`src/assert_macros.svh`:
```
// Assertion macros used by the top level of the voice allocator.
`ifndef ASSERT_MACROS_SVH
`define ASSERT_MACROS_SVH
`ifndef SYNTHESIS
`define ASSERT_SAME_CYCLE(label, clk, rst_n, pre, post) \
    label: assert property (@(posedge clk) disable iff (!rst_n) (pre) |-> (post)) \
        else $error("same-cycle check failed");
`define ASSERT_NEXT_CYCLE(label, clk, rst_n, pre, post) \
    label: assert property (@(posedge clk) disable iff (!rst_n) (pre) |=> (post)) \
        else $error("next-cycle check failed");
`else
`define ASSERT_SAME_CYCLE(label, clk, rst_n, pre, post)
`define ASSERT_NEXT_CYCLE(label, clk, rst_n, pre, post)
`endif
`endif

```
`src/mva_pkg.sv`:
```
// Types, codes and the control program of the voice allocator.
package mva_pkg;

    localparam int NUM_VOICES_DEF = 22;

    localparam int OP_W     = 2;
    localparam int KEY_W    = 7;
    localparam int STRIKE_W = 7;
    localparam int DV_W     = 5;
    localparam int ACT_W    = 2;
    localparam int VOICE_W  = 5;

    localparam logic [OP_W-1:0] OP_NOTE_ON  = 2'd0;
    localparam logic [OP_W-1:0] OP_NOTE_OFF = 2'd1;
    localparam logic [OP_W-1:0] OP_DONE     = 2'd2;

    localparam logic [ACT_W-1:0] ACT_NONE    = 2'd0;
    localparam logic [ACT_W-1:0] ACT_START   = 2'd1;
    localparam logic [ACT_W-1:0] ACT_RELEASE = 2'd2;

    localparam int PC_W = 3;
    localparam logic [PC_W-1:0] STEP_WAIT     = 3'd0;
    localparam logic [PC_W-1:0] STEP_DISPATCH = 3'd1;
    localparam logic [PC_W-1:0] STEP_SCAN     = 3'd2;
    localparam logic [PC_W-1:0] STEP_COMMIT   = 3'd3;
    localparam logic [PC_W-1:0] STEP_RETIRE   = 3'd4;

    localparam logic [1:0] COND_NO_BEAT   = 2'd0;
    localparam logic [1:0] COND_OP_HI     = 2'd1;
    localparam logic [1:0] COND_SCAN_MORE = 2'd2;
    localparam logic [1:0] COND_ALWAYS    = 2'd3;

    typedef struct packed {
        logic            wait_in;
        logic            scan;
        logic            commit;
        logic            retire;
        logic [1:0]      cond;
        logic [PC_W-1:0] target;
    } ctl_t;

    typedef struct packed {
        logic op_hi;
        logic scan_more;
    } stat_t;

    typedef struct packed {
        logic [ACT_W-1:0]    action;
        logic [VOICE_W-1:0]  voice;
        logic [KEY_W-1:0]    out_key;
        logic [STRIKE_W-1:0] out_strike;
        logic                stolen;
    } res_t;

    // One control word per step; a taken condition jumps to target, else pc+1.
    function automatic ctl_t ucode_rom(input logic [PC_W-1:0] pc);
        ctl_t w;
        w = '0;
        case (pc)
            STEP_WAIT:
            begin
                w.wait_in = 1'b1;
                w.cond    = COND_NO_BEAT;
                w.target  = STEP_WAIT;
            end
            STEP_DISPATCH:
            begin
                w.cond   = COND_OP_HI;
                w.target = STEP_RETIRE;
            end
            STEP_SCAN:
            begin
                w.scan   = 1'b1;
                w.cond   = COND_SCAN_MORE;
                w.target = STEP_SCAN;
            end
            STEP_COMMIT:
            begin
                w.commit = 1'b1;
                w.cond   = COND_ALWAYS;
                w.target = STEP_WAIT;
            end
            STEP_RETIRE:
            begin
                w.retire = 1'b1;
                w.cond   = COND_ALWAYS;
                w.target = STEP_WAIT;
            end
            default:
            begin
                w.cond   = COND_ALWAYS;
                w.target = STEP_WAIT;
            end
        endcase
        return w;
    endfunction

endpackage

```
`src/mva_sequencer.sv`:
```
// Step counter and control-word table of the voice allocator.
module mva_sequencer
    import mva_pkg::*;
(
    input  logic  clk,
    input  logic  rst_n,
    input  logic  beat,
    input  stat_t stat,
    output ctl_t  ctl
);

    logic [PC_W-1:0] pc_reg;
    logic [PC_W-1:0] pc_next;
    logic            take;

    assign ctl = ucode_rom(pc_reg);

    always_comb
    begin
        case (ctl.cond)
            COND_NO_BEAT:   take = !beat;
            COND_OP_HI:     take = stat.op_hi;
            COND_SCAN_MORE: take = stat.scan_more;
            COND_ALWAYS:    take = 1'b1;
            default:        take = 1'b1;
        endcase
        pc_next = take ? ctl.target : pc_reg + 1'b1;
    end

    always_ff @(posedge clk or negedge rst_n)
    begin
        if (!rst_n)
        begin
            pc_reg <= STEP_WAIT;
        end
        else
        begin
            pc_reg <= pc_next;
        end
    end

endmodule

```
`src/mva_datapath.sv`:
```
// Voice table, scan registers and result forming of the voice allocator.
module mva_datapath
    import mva_pkg::*;
#(
    parameter int NUM_VOICES = NUM_VOICES_DEF
)
(
    input  logic                clk,
    input  logic                rst_n,
    input  logic                beat,
    input  logic [OP_W-1:0]     op,
    input  logic [KEY_W-1:0]    key,
    input  logic [STRIKE_W-1:0] strike,
    input  logic [DV_W-1:0]     done_voice,
    input  ctl_t                ctl,
    output stat_t               stat,
    output res_t                res
);

    localparam int IDX_W = (NUM_VOICES > 1) ? $clog2(NUM_VOICES) : 1;
    localparam logic [IDX_W-1:0] LAST_IDX = IDX_W'(NUM_VOICES - 1);
    localparam logic [DV_W+1:0] NUM_WIDE = (DV_W + 2)'(NUM_VOICES);

    logic                active_reg [NUM_VOICES];
    logic                active_next [NUM_VOICES];
    logic                gate_reg [NUM_VOICES];
    logic                gate_next [NUM_VOICES];
    logic [KEY_W-1:0]    vkey_reg [NUM_VOICES];
    logic [KEY_W-1:0]    vkey_next [NUM_VOICES];

    logic [OP_W-1:0]     op_reg, op_next;
    logic [KEY_W-1:0]    key_reg, key_next;
    logic [STRIKE_W-1:0] strike_reg, strike_next;
    logic [DV_W-1:0]     dv_reg, dv_next;
    logic [IDX_W-1:0]    idx_reg, idx_next;
    logic                hit_reg, hit_next;
    logic [IDX_W-1:0]    hit_idx_reg, hit_idx_next;
    logic                free_reg, free_next;
    logic [IDX_W-1:0]    free_idx_reg, free_idx_next;

    logic [DV_W+1:0]     dv_wide;
    logic [IDX_W-1:0]    pick;

    assign stat.op_hi     = op_reg[1];
    assign stat.scan_more = (idx_reg != LAST_IDX);
    assign dv_wide        = (DV_W + 2)'(dv_reg);

    always_comb
    begin
        active_next   = active_reg;
        gate_next     = gate_reg;
        vkey_next     = vkey_reg;
        op_next       = op_reg;
        key_next      = key_reg;
        strike_next   = strike_reg;
        dv_next       = dv_reg;
        idx_next      = idx_reg;
        hit_next      = hit_reg;
        hit_idx_next  = hit_idx_reg;
        free_next     = free_reg;
        free_idx_next = free_idx_reg;
        res           = '0;
        pick          = '0;

        if (beat)
        begin
            op_next     = op;
            key_next    = key;
            strike_next = strike;
            dv_next     = done_voice;
            idx_next    = '0;
            hit_next    = 1'b0;
            free_next   = 1'b0;
        end

        // One voice per step: remember the first holder of the key and the first idle voice.
        if (ctl.scan)
        begin
            if (!hit_reg && active_reg[idx_reg] && (vkey_reg[idx_reg] == key_reg))
            begin
                hit_next     = 1'b1;
                hit_idx_next = idx_reg;
            end
            if (!free_reg && !active_reg[idx_reg])
            begin
                free_next     = 1'b1;
                free_idx_next = idx_reg;
            end
            idx_next = idx_reg + 1'b1;
        end

        if (ctl.commit)
        begin
            if ((op_reg == OP_NOTE_ON) && (strike_reg != '0))
            begin
                if (hit_reg)
                begin
                    pick = hit_idx_reg;
                end
                else if (free_reg)
                begin
                    pick = free_idx_reg;
                end
                else
                begin
                    pick = '0;
                end
                active_next[pick] = 1'b1;
                gate_next[pick]   = 1'b1;
                vkey_next[pick]   = key_reg;
                res.action     = ACT_START;
                res.voice      = VOICE_W'(pick);
                res.out_key    = key_reg;
                res.out_strike = strike_reg;
                res.stolen     = !hit_reg && !free_reg;
            end
            else if (hit_reg)
            begin
                gate_next[hit_idx_reg] = 1'b0;
                res.action  = ACT_RELEASE;
                res.voice   = VOICE_W'(hit_idx_reg);
                res.out_key = key_reg;
            end
        end

        if (ctl.retire)
        begin
            if ((op_reg == OP_DONE) && (dv_wide < NUM_WIDE))
            begin
                active_next[dv_wide[IDX_W-1:0]] = 1'b0;
            end
        end
    end

    always_ff @(posedge clk or negedge rst_n)
    begin
        if (!rst_n)
        begin
            for (int i = 0; i < NUM_VOICES; i++)
            begin
                active_reg[i] <= 1'b0;
                gate_reg[i]   <= 1'b0;
                vkey_reg[i]   <= '0;
            end
            idx_reg  <= '0;
            hit_reg  <= 1'b0;
            free_reg <= 1'b0;
        end
        else
        begin
            active_reg <= active_next;
            gate_reg   <= gate_next;
            vkey_reg   <= vkey_next;
            idx_reg    <= idx_next;
            hit_reg    <= hit_next;
            free_reg   <= free_next;
        end
    end

    always_ff @(posedge clk)
    begin
        op_reg       <= op_next;
        key_reg      <= key_next;
        strike_reg   <= strike_next;
        dv_reg       <= dv_next;
        hit_idx_reg  <= hit_idx_next;
        free_idx_reg <= free_idx_next;
    end

endmodule

```
`src/midi_voice_allocator.sv`:
```
// Top level of the MIDI voice allocator: stream ports, output register, checks.
//
// The input stream carries one MIDI event per beat: the operation code in tuser
// and key, velocity and finished-voice index in tdata. Every accepted event
// produces exactly one result beat on the output stream: an action code in
// tuser and voice index, key, velocity and the steal flag in tdata.
// Control is a five-step program: wait, dispatch, one scan step per voice,
// then commit or retire. A note-on or note-off event passes through dispatch,
// the scan and commit before its result is loaded; a voice-done event or an
// unused code goes from dispatch straight to retire. The scan covers the
// voice table one entry per cycle. The next event is accepted at the wait
// step that follows commit or retire, so the block handles one event at a
// time.
// Reset clears all voice flags and returns the program to its wait step.
// The result waits in an output register while the receiver stalls; a new
// event is accepted only once that register is free or being emptied.
`include "assert_macros.svh"

module midi_voice_allocator
    import mva_pkg::*;
#(
    parameter int NUM_VOICES = NUM_VOICES_DEF
)
(
    input  logic        clk,
    input  logic        rst_n,
    input  logic        s_axis_tvalid,
    output logic        s_axis_tready,
    input  logic [23:0] s_axis_tdata,  // key[6:0], strike[13:7], done_voice[18:14], zero fill
    input  logic [1:0]  s_axis_tuser,  // op[1:0]
    output logic        m_axis_tvalid,
    input  logic        m_axis_tready,
    output logic [23:0] m_axis_tdata,  // voice[4:0], out_key[11:5], out_strike[18:12],
                                       // stolen[19], zero fill
    output logic [1:0]  m_axis_tuser   // action[1:0]
);

    ctl_t  ctl;
    stat_t stat;
    res_t  res;
    logic  beat;
    logic  load;

    logic  out_valid_reg, out_valid_next;
    res_t  out_reg, out_next;

    // An event may enter while a finished result is leaving in the same cycle.
    assign s_axis_tready = ctl.wait_in && (!out_valid_reg || m_axis_tready);
    assign beat          = s_axis_tvalid && s_axis_tready;
    assign load          = ctl.commit || ctl.retire;

    mva_sequencer u_seq
    (
        .clk   (clk),
        .rst_n (rst_n),
        .beat  (beat),
        .stat  (stat),
        .ctl   (ctl)
    );

    mva_datapath #(
        .NUM_VOICES (NUM_VOICES)
    ) u_dp
    (
        .clk        (clk),
        .rst_n      (rst_n),
        .beat       (beat),
        .op         (s_axis_tuser),
        .key        (s_axis_tdata[6:0]),
        .strike     (s_axis_tdata[13:7]),
        .done_voice (s_axis_tdata[18:14]),
        .ctl        (ctl),
        .stat       (stat),
        .res        (res)
    );

    // The result register is loaded at the last step of the program and held
    // until the receiver takes it.
    always_comb
    begin
        out_valid_next = out_valid_reg;
        out_next       = out_reg;
        if (load)
        begin
            out_valid_next = 1'b1;
            out_next       = res;
        end
        else if (m_axis_tready)
        begin
            out_valid_next = 1'b0;
        end
    end

    always_ff @(posedge clk or negedge rst_n)
    begin
        if (!rst_n)
        begin
            out_valid_reg <= 1'b0;
        end
        else
        begin
            out_valid_reg <= out_valid_next;
        end
    end

    always_ff @(posedge clk)
    begin
        out_reg <= out_next;
    end

    assign m_axis_tvalid = out_valid_reg;
    assign m_axis_tuser  = out_reg.action;
    assign m_axis_tdata  = {4'b0, out_reg.stolen, out_reg.out_strike,
                            out_reg.out_key, out_reg.voice};

    // The program leaves its wait step right after taking an event.
    `ASSERT_NEXT_CYCLE(a_busy_after_beat, clk, rst_n, beat, !s_axis_tready)
    // A new result never overwrites one that is still pending.
    `ASSERT_SAME_CYCLE(a_no_overwrite, clk, rst_n, load, !out_valid_reg)
    // A steal always starts voice 0.
    `ASSERT_SAME_CYCLE(a_steal_voice0, clk, rst_n, m_axis_tvalid && out_reg.stolen,
        (out_reg.voice == '0) && (out_reg.action == ACT_START))

endmodule
```
`config.mk`:
```
export PLATFORM = sky130hd
export DESIGN_NAME = midi_voice_allocator
export DESIGN_NICKNAME = d
export VERILOG_FILES = /design/src/mva_pkg.sv /design/src/mva_sequencer.sv /design/src/mva_datapath.sv /design/src/midi_voice_allocator.sv
export VERILOG_INCLUDE_DIRS = /design/src /design/src/src
export SDC_FILE = /design/constraint.sdc
export NUM_CORES = 1
export LEC_CHECK = 0
export BUFFER_PORTS_ARGS = -buffer_cell sky130_fd_sc_hd__buf_2
export CORE_MARGIN = 10
export CORE_UTILIZATION = 44
export CTS_BUF_LIST = sky130_fd_sc_hd__clkbuf_2
export CTS_CLUSTER_DIAMETER = 120
export CTS_CLUSTER_SIZE = 20
export DETAILED_ROUTE_END_ITERATION = 10
export GPL_TIMING_DRIVEN = 0
export PLACE_DENSITY = 0.69
export SLEW_MARGIN = 10
export SYNTH_ARGS = -nofsm -noshare
export SYNTH_HDL_FRONTEND = slang
export SYNTH_SLANG_ARGS = --single-unit
export TNS_END_PERCENT = 100
```
`constraint.sdc`:
```
create_clock -name clk -period 6.6 [get_ports clk]
set_clock_uncertainty 0.05 [all_clocks]
set_input_delay 0.99 -clock clk [delete_from_list [all_inputs] [get_ports clk]]
set_output_delay 0.99 -clock clk [all_outputs]
set_load 0.03 [all_outputs]
```
Word-level counts from Yosys, hierarchy flattened
Index checks and enable logic that the tools add are counted. Widths: inputs -> output; s select.

Register bits after elaboration: 240. Output and inout port bits: 28. Logic and storage cells: 153.

$add $sub $neg: 2. $lt $le $gt $ge: 6. Equality and inequality tests: 10. Muxes and demuxes: 40. Bitwise operators: 7. Reductions and logical operators: 27.

Operators with widths (number): $bwmux 154 (1); $mux 22 (4); $bmux 7 s5 (1); $demux 7 s5 (1); $mux 5 (6); $and 22x22->22 (1); $not 22->22 (1); $or 22x22->22 (1); $mux 7 (3); $ge 6x6->1 const B (3); $not 5->6 (3); $mux 1 (16); $pmux 5 s3 (1); $mux 14 (1); $mux 13 (1); $lt 6x1->1 const B (2); $demux 1 s5 (2); $logic_and 1x1->1 (10); $eq 7x7->1 (1); $reduce_bool 7->1 (1); $eq 2x2->1 const B (3); $eq 3x2->1 const B (2); $reduce_and 2->1 (3); $add 5x1->5 const B (1); 16 further kinds (23).

Logic depth before layout (Yosys ltp)
Gate-level depths: netlist of run 1.

Depth after elaboration: 15. Mapped depth: 11. Mapped depth without buffers: 8.

By module
From an unflattened synthesis of run 1, not the netlist that was laid out.

Cells, all modules: 804. Area total of the unflattened synthesis: 11138.2 um2.

By module, submodules not included: mva_datapath (instances 1, cells an instance 738, area an instance 10067.2 um2, seq. area each 5510.3 um2); midi_voice_allocator (instances 1, cells an instance 33, area an instance 768.2 um2, seq. area each 685.7 um2); mva_sequencer (instances 1, cells an instance 33, area an instance 302.8 um2, seq. area each 75.1 um2).

Worst setup path before layout of run 1
Ideal clock, no wire load.

Path type: in2reg. From: input m_axis_tready. To: register u_dp.idx_reg[2]. Arrival: 2.931 ns. Data required time: 6.412 ns. Path slack: 3.480 ns. Stages: 7. Path buffers: 0. Path through: nor2b_1 > nor3b_1 > nand2_1 > inv_1 > a21oi_1 > nor2_1 > o22ai_1.

Word-level cells in the longest chain between the ends: 4.

RTL lines: start, declared (RTL line midi_voice_allocator.sv:32) `input logic m_axis_tready,`; $logic_or 1x1->1 (RTL line midi_voice_allocator.sv:48) `assign s_axis_tready = ctl.wait_in && (!out_valid_reg || m_axis_tready);`; $logic_and 1x1->1 (RTL line midi_voice_allocator.sv:48); net s_axis_tready (RTL line midi_voice_allocator.sv:28) `output logic s_axis_tready,`; $logic_and 1x1->1 (RTL line midi_voice_allocator.sv:49) `assign beat = s_axis_tvalid && s_axis_tready;`; net beat (RTL line midi_voice_allocator.sv:41) `logic beat;`; $reduce_bool 2->1 (no source line); end signal, assigned (RTL line mva_datapath.sv:154) `idx_reg <= idx_next;`; end, declared (RTL line mva_datapath.sv:35) `logic [IDX_W-1:0] idx_reg, idx_next;`.

The timed path passes the listed nets, and every way through them passes these cells. A chain may end at the register's enable or synchronous reset.

Worst setup path in the final report of run 1
From: register u_dp.idx_reg[2]. To: register u_dp.hit_idx_reg[4] (enable).

Word-level cells in the longest chain between the ends: 7.

RTL lines: $not 5->6 (implied by the code) * (RTL line mva_datapath.sv:79) `if (!hit_reg && active_reg[idx_reg] && (vkey_reg[idx_reg] == key_reg))`; $bmux 7 s5 / $bmux 1 s5 (equally long branches) (RTL line mva_datapath.sv:79); $mux 7 (implied by the code) / $mux 1 (equally long branches) (2 in a row) (RTL line mva_datapath.sv:79); $eq 7x7->1 / $logic_and 1x1->1 (equally long branches) (RTL line mva_datapath.sv:79); $logic_and 1x1->1 * (RTL line mva_datapath.sv:79); $reduce_and 2->1 (no source line) *; end signal, assigned (RTL line mva_datapath.sv:166) `hit_idx_reg <= hit_idx_next;`; end, declared (RTL line mva_datapath.sv:37) `logic [IDX_W-1:0] hit_idx_reg, hit_idx_next;`.

Every way passes the cells marked *; elsewhere a longest branch is shown, timed or not. The select of a mux whose other input is x is not followed.

==> flow_summary_export.csv, run 1 <==
group,metric,value,unit
synth,ys_ff_latch,240,
detailed_routing,first_pass_iters,5,
global_routing,grt_overflow,0,
synth,syn_inst,794,
worst_setup_path,crit_buf_inv,2,
power_and_ir_drop,p_int,0.00226,W
clock_network,clk_pin_slew,0.37,ns
clock_network,clk_path_buf_depth,3,
detailed_routing,wl,26700,um
global_routing,grt.met1_usage,22.7,%
synth,yosys.area.top_type_share,42.7,%
worst_setup_path,critPathArrivalTime,4.19,ns
sta,grt_setup_unrepaired,"false",
global_routing,grt_usage,16.9,%
worst_setup_path,rr_worst_depth,7,
outcome,status,"finished clean",
power_and_ir_drop,powerDensity,305,mW/mm^2
synth,async_flop_share,77.9,%
finish,area_growth,7.39,%
floorplanning,fp-row-count,57,
finish,design_area,0.0118,mm^2
synth,yosysMostFrequentCell,"dfrtp_1",
detailed_routing,wl_per_cell,22.3,um
place,post_dp_cell_area,0.0117,mm^2
clock_network,clkLatencyLatePin,0.85,ns
global_routing,grt_pass1_wl,41300,um
worst_setup_path,crit_fanout,10,
worst_setup_path,worstSetupPathType,"reg2reg",
finish,nets,900,
sta,fin_crit,3.70,ns
global_routing,grt_pass1_vias,6951,
finish,drive_gt1_share,31.1,%
sta,max_slew_margin,33.5,%
flow_run,cap_viol_max_count,0,
place,place.port_buffers,48,
clock_network,cts_inserted_buffers,15,
synth,yosysSeqAreaShare,57.2,%
sta,tns,0,ns
synth,synthTopCellsByCount,"dfrtp_1 (187), mux2_2 (131), edfxtp_1 (53)",
place,post-place-ws,3.12,ns
detailed_routing,ant_nets,0,
detailed_routing,drtIter0Drc,547,
synth,synth_top_area_cell,"dfrtp_1",
power_and_ir_drop,p_sw_share,37.2,%
clock_network,cts_tree,"yes",
sta,fin_crit_sh,56.0,%
clock_network,postCtsHoldBufs,0,
finish,largest_reg_flops,154,
global_routing,grt_max_degree,96,
worst_setup_path,crit_cells,7,
worst_setup_path,critPathSlowestCell,"buf_1",
sta,setup_viol,0,
sta,fmax,271,MHz
power_and_ir_drop,p_leak,5.37,nW
power_and_ir_drop,switching_power,0.00134,W
sta,fin_ws,2.90,ns
synth,synth_area,0.0110,mm^2
global_routing,gr-usage-met2,27.7,%
synth,avgSynthCellArea,13.8,um^2
floorplanning,core-area,0.0244,mm^2
floorplanning,die_h,178,um
worst_setup_path,crit_family,"buffers and inverters",
clock_network,cts_setup_buffers,0,
detailed_routing,vias_per_cell,5.69,
power_and_ir_drop,power_frac_comb,34.4,%
worst_hold_path,hold_class,"in2async",
power_and_ir_drop,clkPwrFrac,14.6,%
synth,synth_warnings,0,
detailed_routing,vias,6797,
synth,synth_edf_count,53,
place,gp_congestion,0.865,
clock_network,cts_root_buf,"clkbuf_2",
floorplanning,die_w,178,um
clock_network,htree_levels,1,
power_and_ir_drop,seqPwrFrac,51.0,%
synth,ys_top_cells_by_area,"dfrtp_1 (43%), edfxtp_1 (15%), mux2_2 (13%)",
worst_setup_path,critPathLaunchType,"flip-flop",
power_and_ir_drop,vdd_drop_max,0.149,mV
worst_setup_path,max_stage_delay,0.68,ns
floorplanning,die-area,0.0316,mm^2
worst_setup_path,cp_cell_sequence,"buf_1 -> clkinv_1 -> o221ai_1 -> o311ai_1 -> xnor2_1 -> nand4_1 -> nor2_1",
synth,yosysUniqueCellTypes,66,
global_routing,antenna_found_initial,1,
global_routing,top_usage_layer,"met2",
place,hpwl,18900,um
clock_network,cts_num_sinks,240,
floorplanning,ioPinCount,58,
synth,synthFlopType,"dfrtp_1",
floorplanning,initial_core_util,44.9,%
global_routing,use_met3,3.06,%
sta,final-max-slew-violation-count,0,
clock_network,ctsResizeCount,0,
detailed_routing,drcViolationCount,0,
worst_setup_path,worst_setup_path_end_kind,"flip-flop",
sta,hold_viol_final,0,
worst_setup_path,crit_required,7.09,ns
sta,tightestPinTransition,0.997,ns
## power groups by stage
stage               registers, W  logic (W)  clock network, W
global route             0.00186    0.00133          0.000593
global placement         0.00185    0.00122                 0
CTS                      0.00183    0.00123          0.000542
floorplan                0.00190   0.000795                 0
detailed placement       0.00186    0.00123                 0
finish                   0.00183    0.00124          0.000526
## per-layer routing
metal / vias to the layer above / part of all wire [%]
met5: - / 0
met2: 209 / 47
met3: 52 / 6.1
met1: 3513 / 44
met4: 0 / 2.5
li1: 3023 / -
## worst paths after layout
| path | start | end | slack [ns] |
|---|---|---|---|
| setup / recovery | u_dp.idx_reg[2]$_DFFE_PN0P_ | u_dp.hit_idx_reg[4]$_DFFE_PP_ | 2.90 |
| setup reg to reg | u_dp.idx_reg[2]$_DFFE_PN0P_ | u_dp.hit_idx_reg[4]$_DFFE_PP_ | 2.90 |
| hold / removal | rst_n | u_dp.vkey_reg[51]$_DFFE_PN0P_ | 0.07 |
| hold reg to reg | u_dp.vkey_reg[9]$_DFFE_PN0P_ | u_dp.vkey_reg[9]$_DFFE_PN0P_ | 0.48 |
| min in group clk | s_axis_tuser[0] | u_dp.op_reg[0]$_DFFE_PP_ | 0.23 |
| max in group asynchronous | rst_n | u_dp.vkey_reg[33]$_DFFE_PN0P_ | 5.51 |
## cells in the final DEF, fill, tap and decap left out, types with 24 or more instances in the layout
cell / count
mux2i_1: 39
mux2_1: 28
buf_2: 53
mux2_2: 131
nand2_1: 44
nor2_1: 33
a21oi_1: 27
dfrtp_1: 187
edfxtp_1: 53
mux4_2: 24
## area by class of cell
type,instances,area [um^2]
Buffer,43,258
Tap cell,324,405
Fill cell,2218,12600
Inverter,22,82.6
Antenna cell,2,5.00
Sequential cell,240,6270
Clock buffer,22,110
Timing Repair Buffer,49,278
Multi-Input combinational cell,492,4360
## stage by stage
stage                     utilization [%]  hold WS, ns  cells  total power [W]
after floorplan                         -        0.387    797          0.00269
after global placement               47.6        0.417   1169          0.00307
after detailed placement             47.8        0.426   1170          0.00309
after CTS                            48.2       0.0431   1192          0.00360
after global routing                 48.3       0.0597   1194          0.00377
final                                48.3       0.0729   1194          0.00359
## logic make-up (layout without fill, tap and decap cells)
kind of cell / count (synthesis) / count (layout) / share of synthesized area, %
AO/OA/AOI/OAI: 100 / 100 / 6.32
XOR/XNOR: 8 / 8 / 0.639
adder cells (fa/ha/maj): 7 / 7 / 0.799
buffers and inverters: 65 / 136 / 3.10
flip-flops: 240 / 240 / 57.2
multiplexers: 222 / 222 / 24.8
other: 1 / 6 / 0.0342
AND/OR/NAND/NOR: 151 / 151 / 7.07
(Power assumes the default switching activity.)
==> inputs of run 2 (changes only) <==
ABC_AREA = 1   (was unset)
PLACE_DENSITY = 0.71   (was 0.69)
clock period = 3 ns   (was 6.6 ns; I/O delays follow)
==> flow_summary_export.csv, run 2 <==
group,metric,value,unit
outcome,status,"complete, but fails checks",
global_routing,grt_usage,21.8,%
floorplanning,die_h,179,um
clock_network,cts_root_buf,"clkbuf_2",
worst_setup_path,crit_required,3.53,ns
worst_setup_path,setup.worst_path.start,"u_dp.idx_reg[3]$_DFFE_PN0P_",
sta,final-max-slew-violation-count,0,
floorplanning,initial_core_util,44.6,%
detailed_routing,first_pass_iters,6,
worst_setup_path,critPathLaunchType,"flip-flop",
synth,async_flop_share,77.9,%
sta,fin_crit,2.88,ns
clock_network,clk_path_buf_depth,3,
sta,tns,0,ns
place,place.port_buffers,48,
synth,yosys.area.top_type_share,41.9,%
clock_network,cts_num_sinks,240,
flow_run,cap_viol_max_count,0,
sta,fmax,347,MHz
worst_hold_path,hold_class,"in2async",
global_routing,grt_pass1_vias,9234,
synth,synthFlopType,"dfrtp_1",
synth,synth_top_area_cell,"dfrtp_1",
detailed_routing,drcViolationCount,0,
power_and_ir_drop,switching_power,0.00440,W
worst_setup_path,critPathArrivalTime,3.42,ns
global_routing,grt_pass1_wl,53600,um
synth,yosysMostFrequentCell,"nand2_1",
sta,fin_hold_ws,-0.00403,ns
finish,finalNonFillerCells,1768,
synth,syn_inst,1337,
finish,largest_reg_flops,154,
worst_setup_path,worstSetupPathType,"reg2reg",
power_and_ir_drop,p_int,0.00529,W
place,placedCellCount,1719,
synth,synth_edf_count,53,
power_and_ir_drop,powerDensity,788,mW/mm^2
clock_network,htree_levels,1,
worst_setup_path,crit_fanout,10,
floorplanning,ioPinCount,58,
finish,nets,1469,
power_and_ir_drop,vdd_drop_max,0.436,mV
global_routing,antenna_found_initial,1,
power_and_ir_drop,clkPwrFrac,12.3,%
global_routing,grt_max_degree,108,
global_routing,grt_overflow,0,
synth,avgSynthCellArea,8.35,um^2
clock_network,clkLatencyLatePin,0.87,ns
power_and_ir_drop,seqPwrFrac,44.0,%
synth,synthTopCellsByCount,"nand2_1 (378), o21ai_0 (197), dfrtp_1 (187)",
floorplanning,fp-row-count,58,
synth,ys_ff_latch,240,
synth,ys_top_cells_by_area,"dfrtp_1 (42%), edfxtp_1 (14%), nand2_1 (13%)",
detailed_routing,vias_per_cell,5.43,
synth,yosysSeqAreaShare,56.2,%
power_and_ir_drop,p_leak,5.74,nW
sta,fin_crit_sh,96.1,%
outcome,violations,"negative hold slack",
floorplanning,die_w,179,um
sta,max_slew_margin,36.0,%
clock_network,clk_pin_slew,0.41,ns
power_and_ir_drop,p_sw_share,45.4,%
worst_setup_path,r2r_end,"u_dp.hit_idx_reg[1]$_DFFE_PP_",
detailed_routing,vias,9605,
finish,final_common_cell,"nand2_1",
detailed_routing,wl_per_cell,19.8,um
sta,fin_ws,0.117,ns
detailed_routing,ant_nets,0,
floorplanning,core-area,0.0250,mm^2
clock_network,cts_inserted_buffers,15,
sta,hold_viol_final,3,
sta,setup_viol,0,
power_and_ir_drop,power_frac_comb,43.7,%
clock_network,cts_tree,"yes",
place,gp_congestion,0.997,
finish,drive_gt1_share,11.0,%
synth,yosysUniqueCellTypes,32,
place,post-place-ws,-0.265,ns
worst_setup_path,worst_setup_path_end_kind,"flip-flop",
worst_setup_path,rr_worst_depth,8,
synth,synth_warnings,0,
synth,synth_area,0.0112,mm^2
sta,grt_setup_unrepaired,"false",
finish,layout_common_cells,"nand2_1 (377), o21ai_0 (193), dfrtp_1 (186)",
sta,tightestPinTransition,0.958,ns
detailed_routing,wl,35000,um
place,hpwl,24400,um
worst_setup_path,r2r_slack,0.12,ns
finish,area_growth,10.0,%
detailed_routing,drtIter0Drc,1288,
floorplanning,die-area,0.0321,mm^2
worst_setup_path,r2r-start,"u_dp.idx_reg[3]$_DFFE_PN0P_",
==> run 2: changes by cell type in the layout (fill, tap and decap cells not counted), sizes merged, moves of 25 or more <==
cell,change
mux2i,-39
mux2,-159
nand2,+335
nand3,+72
dlygate4sd3,+25
o21ai,+188
nor2,+103
inv,+111
==> run 2: timing repair <==
action	in CTS	in global routing
setup buffers	0	2
hold buffers	25	0
pin swaps	0	1
setup endpoints to repair	5	29
resized for setup	6	18
endpoints found under the hold margin	109	0
==> run 2: worst max-delay path, cell delays in order, from the launching register on <==
cell	delay, ns
dfrtp_1	0.48
clkbuf_1	0.27
nor2_1	0.74
o21ai_1	0.36
nand2_1	0.15
nand2_1	0.06
nand2_1	0.09
nand4_1	0.11
nor2_2	0.28
==> run 2: logic make-up after synthesis <==
family	share of synthesized area, %
other	0.0336
adders and majority gates	0.785
buffers and inverters	7.56
DFF	56.2
AOI/OAI and AO/OA	11.7
and+or+nand+nor	23.7
xor gates and xnor gates	0.0785
==> run 2: layout make-up <==
| type | instances | area [um^2] |
|---|---|---|
| sequential | 240 | 6270 |
| timing repair buffer | 76 | 556 |
| buffer | 71 | 368 |
| clock buffer | 21 | 105 |
| clock inverter | 1 | 3.75 |
| antenna | 1 | 2.50 |
| inverter | 131 | 492 |
| fill | 2437 | 12800 |
| tap | 330 | 413 |
| multi-input combinational | 897 | 4070 |
==> run 2: power by group through the flow <==
stage / Clock, W / Combinational (W) / Sequential, W
after floorplan: 0 / 0.00251 / 0.00440
after global placement: 0 / 0.00399 / 0.00429
after detailed placement: 0 / 0.00405 / 0.00431
after CTS: 0.00120 / 0.00410 / 0.00424
after global routing: 0.00132 / 0.00463 / 0.00432
final: 0.00119 / 0.00423 / 0.00426
==> run 2: worst max path at each step <==
stage,endpoint,cells past startpoint
after detailed placement,u_dp.hit_idx_reg[1]$_DFFE_PP_,12
after CTS,u_dp.hit_idx_reg[1]$_DFFE_PP_,12
final,u_dp.hit_idx_reg[1]$_DFFE_PP_,8
after global placement,m_axis_tvalid$_DFFE_PN0P_,1
after global routing,u_dp.hit_idx_reg[1]$_DFFE_PP_,10
after floorplan,u_dp.hit_idx_reg[0]$_DFFE_PP_,11
==> run 2: per-layer routing <==
layer / share of wire [%] / track usage, % / wire length (um) / vias up
li1: - / - / - / 4473
met1: 41 / 29.0 / 14200 / 4564
met2: 45 / 34.4 / 15800 / 479
met3: 10 / 4.70 / 3640 / 89
met4: 3.9 / 7.99 / 1350 / 0
met5: 0 / 0 / 0 / -
==> run 2: through the flow <==
stage | util [%] | power (W) | area, um^2
2_1_floorplan | - | 0.00691 | 11200
3_3_place_gp | 47.2 | 0.00828 | 11800
3_5_place_dp | 47.4 | 0.00835 | 11900
4_1_cts | 48.8 | 0.00954 | 12200
5_1_grt | 49.1 | 0.0103 | 12300
6_report | 49.1 | 0.00968 | 12300
